==> src/sbbc_pkg.sv <==
// Shared codes and types for the segment/box boundary crossing block.
package sbbc_pkg;

    typedef enum logic [1:0] {
        ST_OK      = 2'd0,
        ST_NOCROSS = 2'd1,
        ST_DEGEN   = 2'd2
    } t_status;

    localparam logic [1:0] EDGE_XMAX = 2'd0;
    localparam logic [1:0] EDGE_YMAX = 2'd1;
    localparam logic [1:0] EDGE_XMIN = 2'd2;
    localparam logic [1:0] EDGE_YMIN = 2'd3;

    localparam logic [1:0] REG_MIN_X = 2'd0;
    localparam logic [1:0] REG_MAX_X = 2'd1;
    localparam logic [1:0] REG_MIN_Y = 2'd2;
    localparam logic [1:0] REG_MAX_Y = 2'd3;

    localparam int QUEUE_DEPTH = 4;
    localparam int QPTR_W      = $clog2(QUEUE_DEPTH);

    // Outcome of the edge tests, handed from the front end to the back end.
    typedef struct packed {
        t_status    status;
        logic [1:0] edge_id;
        logic       horiz;
        logic       use2;
    } t_cls;

endpackage

==> src/sbbc_queue.sv <==
// Short item queue between the classifying front end and the back end.
module sbbc_queue #(
    parameter int DATA_W = 8
) (
    input  logic              i_clk,
    input  logic              i_rst_n,
    input  logic              i_push,
    input  logic [DATA_W-1:0] i_data,
    output logic              o_full,
    input  logic              i_pop,
    output logic              o_valid,
    output logic [DATA_W-1:0] o_data
);
    import sbbc_pkg::*;

    logic [DATA_W-1:0] r_mem [QUEUE_DEPTH];
    logic [QPTR_W-1:0] r_wr;
    logic [QPTR_W-1:0] r_rd;
    logic [QPTR_W:0]   r_cnt;

    assign o_full  = r_cnt == (QPTR_W+1)'(QUEUE_DEPTH);
    assign o_valid = r_cnt != '0;
    assign o_data  = r_mem[r_rd];

    always_ff @(posedge i_clk) begin
        if (!i_rst_n) begin
            r_wr  <= '0;
            r_rd  <= '0;
            r_cnt <= '0;
        end else begin
            if (i_push) r_wr <= r_wr + 1'b1;
            if (i_pop)  r_rd <= r_rd + 1'b1;
            if (i_push && !i_pop)      r_cnt <= r_cnt + 1'b1;
            else if (!i_push && i_pop) r_cnt <= r_cnt - 1'b1;
        end
    end

    always_ff @(posedge i_clk) begin
        if (i_push) r_mem[r_wr] <= i_data;
    end

endmodule

==> config.mk <==
export PLATFORM = sky130hd
export DESIGN_NAME = sbbc_queue
export DESIGN_NICKNAME = d
export VERILOG_FILES = /design/src/sbbc_pkg.sv /design/src/sbbc_queue.sv
export SDC_FILE = /design/constraint.sdc
export NUM_CORES = 1
export LEC_CHECK = 0
export BUFFER_PORTS_ARGS = -buffer_cell sky130_fd_sc_hd__buf_4
export CAP_MARGIN = 20
export CORE_AREA = 2 2 58 60
export DETAILED_ROUTE_END_ITERATION = 16
export DIE_AREA = 0 0 60 62
export PLACE_DENSITY = 0.73
export SYNTH_ARGS = -nofsm -noshare
export SYNTH_HDL_FRONTEND = slang
export SYNTH_SLANG_ARGS = --single-unit
==> constraint.sdc <==
create_clock -name i_clk -period 1.9 [get_ports i_clk]
set_clock_uncertainty 0.15 [all_clocks]
set_input_delay 0.19 -clock i_clk [delete_from_list [all_inputs] [get_ports i_clk]]
set_output_delay 0.19 -clock i_clk [all_outputs]
set_load 0.02 [all_outputs]
==> impl_metrics.py <==
metrics = {
    "clocking": {
        "cts_tree": "done",
        "cts_inserted_buffers": 5,
        "insertion_delay_ns": 0.34,
        "cts.sinks": 41,
        "cts_htree_levels": 2,
        "clkTransAtPathRegs_ns": 0.12,
        "cts_root_buffer": "clkbuf_4",
        "clockBufferDepth": 2,
    },
    "global_routing": {
        "antenna_found_initial": 0,
        "grt_max_degree": 13,
        "grt.met1_usage_pct": 17.2,
        "use_met3_pct": 4.97,
        "overflow": 0,
        "grt_util_all_layers_pct": 15.1,
        "top_usage_layer": "met2",
        "grt_first_pass_wirelength_um": 3700,
        "grt_pass1_vias": 796,
        "grtUsageMet2_pct": 24.7,
    },
    "route": {
        "vias_per_cell": 4.80,
        "num_vias": 807,
        "wirelength_um": 2390,
        "drt-pass1-iter-count": 3,
        "drc": 0,
        "wl_per_cell_um": 14.2,
        "drtAntennaViolNets": 0,
        "drt-initial-drc-count": 29,
    },
    "setup_path": {
        "worstPathMaxFanout": 8,
        "rr_startpoint": "r_cnt[0]",
        "crit_path_cell_trace": "buf_12, mux4_2, buf_6",
        "arrival_ns": 1.52,
        "crit_path_top_delay_cell": "mux4_2",
        "crit_type": "reg2out",
        "max_stage_delay_ns": 0.51,
        "worstPathRequired_ns": 1.56,
        "startpoint_type": "flip-flop",
        "worstSetupEndpointType": "output pin",
    },
    "die": {
        "num_io_pins": 22,
        "rows": 21,
        "die-area_sq_um": 3720,
        "die_w_um": 60,
        "start_util_pct": 50.5,
        "die_h_um": 62,
        "core_area_sq_um": 3180,
    },
    "sta": {
        "layout_setup_ws_ns": 0.0365,
        "setup_viol": 0,
        "clock.fmax_mhz": 537,
        "period_share_pct": 98.1,
        "drv_slew": 0,
        "tightest_slew_ns": 0.431,
        "max_slew_margin_pct": 71.3,
        "final_hold_viol_count": 0,
        "rsz0062_at_grt": "yes",
        "min_period_ns": 1.86,
        "tns_ns": 0,
    },
    "synthesis": {
        "syn_nets": 103,
        "syn-cell-area_sq_um": 1600,
        "synth_cells": 85,
        "yosys.area_share.simple_pct": 5.77,
        "synthMuxAreaShare_pct": 12.5,
        "synth_compound_gate_area_share_pct": 0.780,
        "synthArstFlopShare_pct": 0,
        "synth_top_area_cell": "edfxtp_1",
        "synth_top_family_by_area": "multiplexers",
        "synth_top_area_share_pct": 59.9,
        "ys_warn_count": 0,
        "synth_adder_area_share_pct": 5.15,
        "synth-seq-area-share_pct": 71.1,
        "synth_seq_cells": 41,
        "ys_top_cells_by_area": "edfxtp_1 60%, dfxtp_1 11%, mux4_2 11%, ha_1 3.9%, and2_1 3.5%",
        "synth_top_flop_cell": "edfxtp_1",
        "synth.distinct_cells": 18,
        "synth_edf_count": 32,
        "synth_area_per_cell_sq_um": 18.9,
        "synth_xor_area_share_pct": 2.73,
    },
    "pwr": {
        "leakagePower_nw": 0.747,
        "switching_share_pct": 22.6,
        "pwr-share-comb_pct": 16.5,
        "clkPwrFrac_pct": 29.5,
        "vdd_drop_max_v": 0.000592,
        "p_seq_share_pct": 54.0,
        "power_density_nw_per_um2": 966,
        "intPower_w": 0.00152,
        "p_sw_w": 0.000443,
    },
    "cells_and_area": {
        "n_antenna_cell": 0,
        "fin_util_pct": 63.8,
        "areaGrowthSynthToFinish_pct": 26.5,
        "final_common_cell": "edfxtp_1",
        "layout_common_cells": "32 x edfxtp_1, 13 x buf_4, 9 x and2_1, 9 x dlygate4sd3_1",
        "drive_gt1_share_pct": 31.1,
        "fin_nets": 139,
    },
    "place": {
        "io_buffers": 21,
        "hpwl_um": 1600,
        "gp_congestion": 0.615,
        "pre_cts_slack_ns": 0.0701,
    },
    "run": {
        "drv_cap": 0,
    },
    "run_status": {
        "run_status": "finished, final reports clean",
    },
    "worst_hold_path": {
        "holdCritStartpoint": "i_push",
        "hp-class": "in2reg",
    },
}
==> per-layer routing <==
layer	vias to the layer above	share of wire (%)
li1	389	-
met1	394	40
met2	18	53
met3	6	4.1
met4	0	2.8
met5	-	0
==> flip-flops by register name, indices dropped and copies added (netlist names), named ones only <==
signal,count
r_wr,2
r_mem,32
r_cnt,3
r_rd,2
==> metrics by stage <==
| stage | area, sq um | cells | hold slack [ns] | power [W] |
|---|---|---|---|---|
| after floorplan | 1600 | 85 | 0.139 | 0.00125 |
| after global placement | 1810 | 151 | 0.239 | 0.00135 |
| after detailed placement | 1810 | 151 | 0.244 | 0.00136 |
| after CTS | 2010 | 168 | 0.00428 | 0.00197 |
| after global routing | 2030 | 168 | 0.00694 | 0.00204 |
| final | 2030 | 168 | 0.0211 | 0.00196 |
==> worst max-delay path: cells and delay by family (launching register included) <==
family / cells / cell delay, ns
muxes: 1 / 0.51
DFF: 1 / 0.37
buffers and inverters: 2 / 0.29
==> layout make-up <==
| class | count | area, sq um |
|---|---|---|
| Fill cell | 238 | 1150 |
| Tap cell | 46 | 57.6 |
| Multi-Input combinational cell | 38 | 432 |
| Clock buffer | 7 | 55.1 |
| Clock inverter | 1 | 30.0 |
| Inverter | 4 | 15.0 |
| Timing Repair Buffer | 31 | 298 |
| Sequential cell | 41 | 1140 |
==> cells by family after synthesis <==
family	count (synthesis)
flip-flops	41
AND/OR/NAND/NOR	15
multiplexers	10
buffers and inverters	6
adder cells (fa/ha/maj)	6
XOR/XNOR	5
AO/OA/AOI/OAI	2
==> worst paths after layout <==
path                            slack, ns  cells past startpoint        end
worst max-delay path                 0.04                      3  o_data[5]
worst min-delay path                 0.02                      3    r_wr[1]
worst max register to register       0.26                      4   r_cnt[2]
worst min register to register       0.37                      2   r_cnt[2]
==> cells in the mapped netlist (2+ instances only) <==
master and instances:
and2_1 9, dfxtp_1 9, edfxtp_1 32, ha_1 5
inv_1 4, mux2i_1 2, mux4_2 8, nor2b_1 2
or3_1 2, xnor2_1 2, xor2_1 3
==> power by group through the flow <==
stage / clock [W] / sequential [W] / combinational, W
2_1_floorplan: 0 / 0.00106 / 0.000188
3_5_place_dp: 0 / 0.00108 / 0.000286
5_1_grt: 0.000626 / 0.00106 / 0.000351
6_report: 0.000579 / 0.00106 / 0.000324
3_3_place_gp: 0 / 0.00107 / 0.000280
4_1_cts: 0.000594 / 0.00106 / 0.000319
==> what timing repair did <==
| item | in CTS | in global routing |
|---|---|---|
| setup endpoints to repair | 8 | 8 |
| hold endpoints to repair | 41 | 0 |
| hold buffers | 9 | 0 |
| setup buffers | 0 | 0 |
| gates resized for setup | 8 | 4 |
Note: power is estimated with default switching activity, not from simulation.
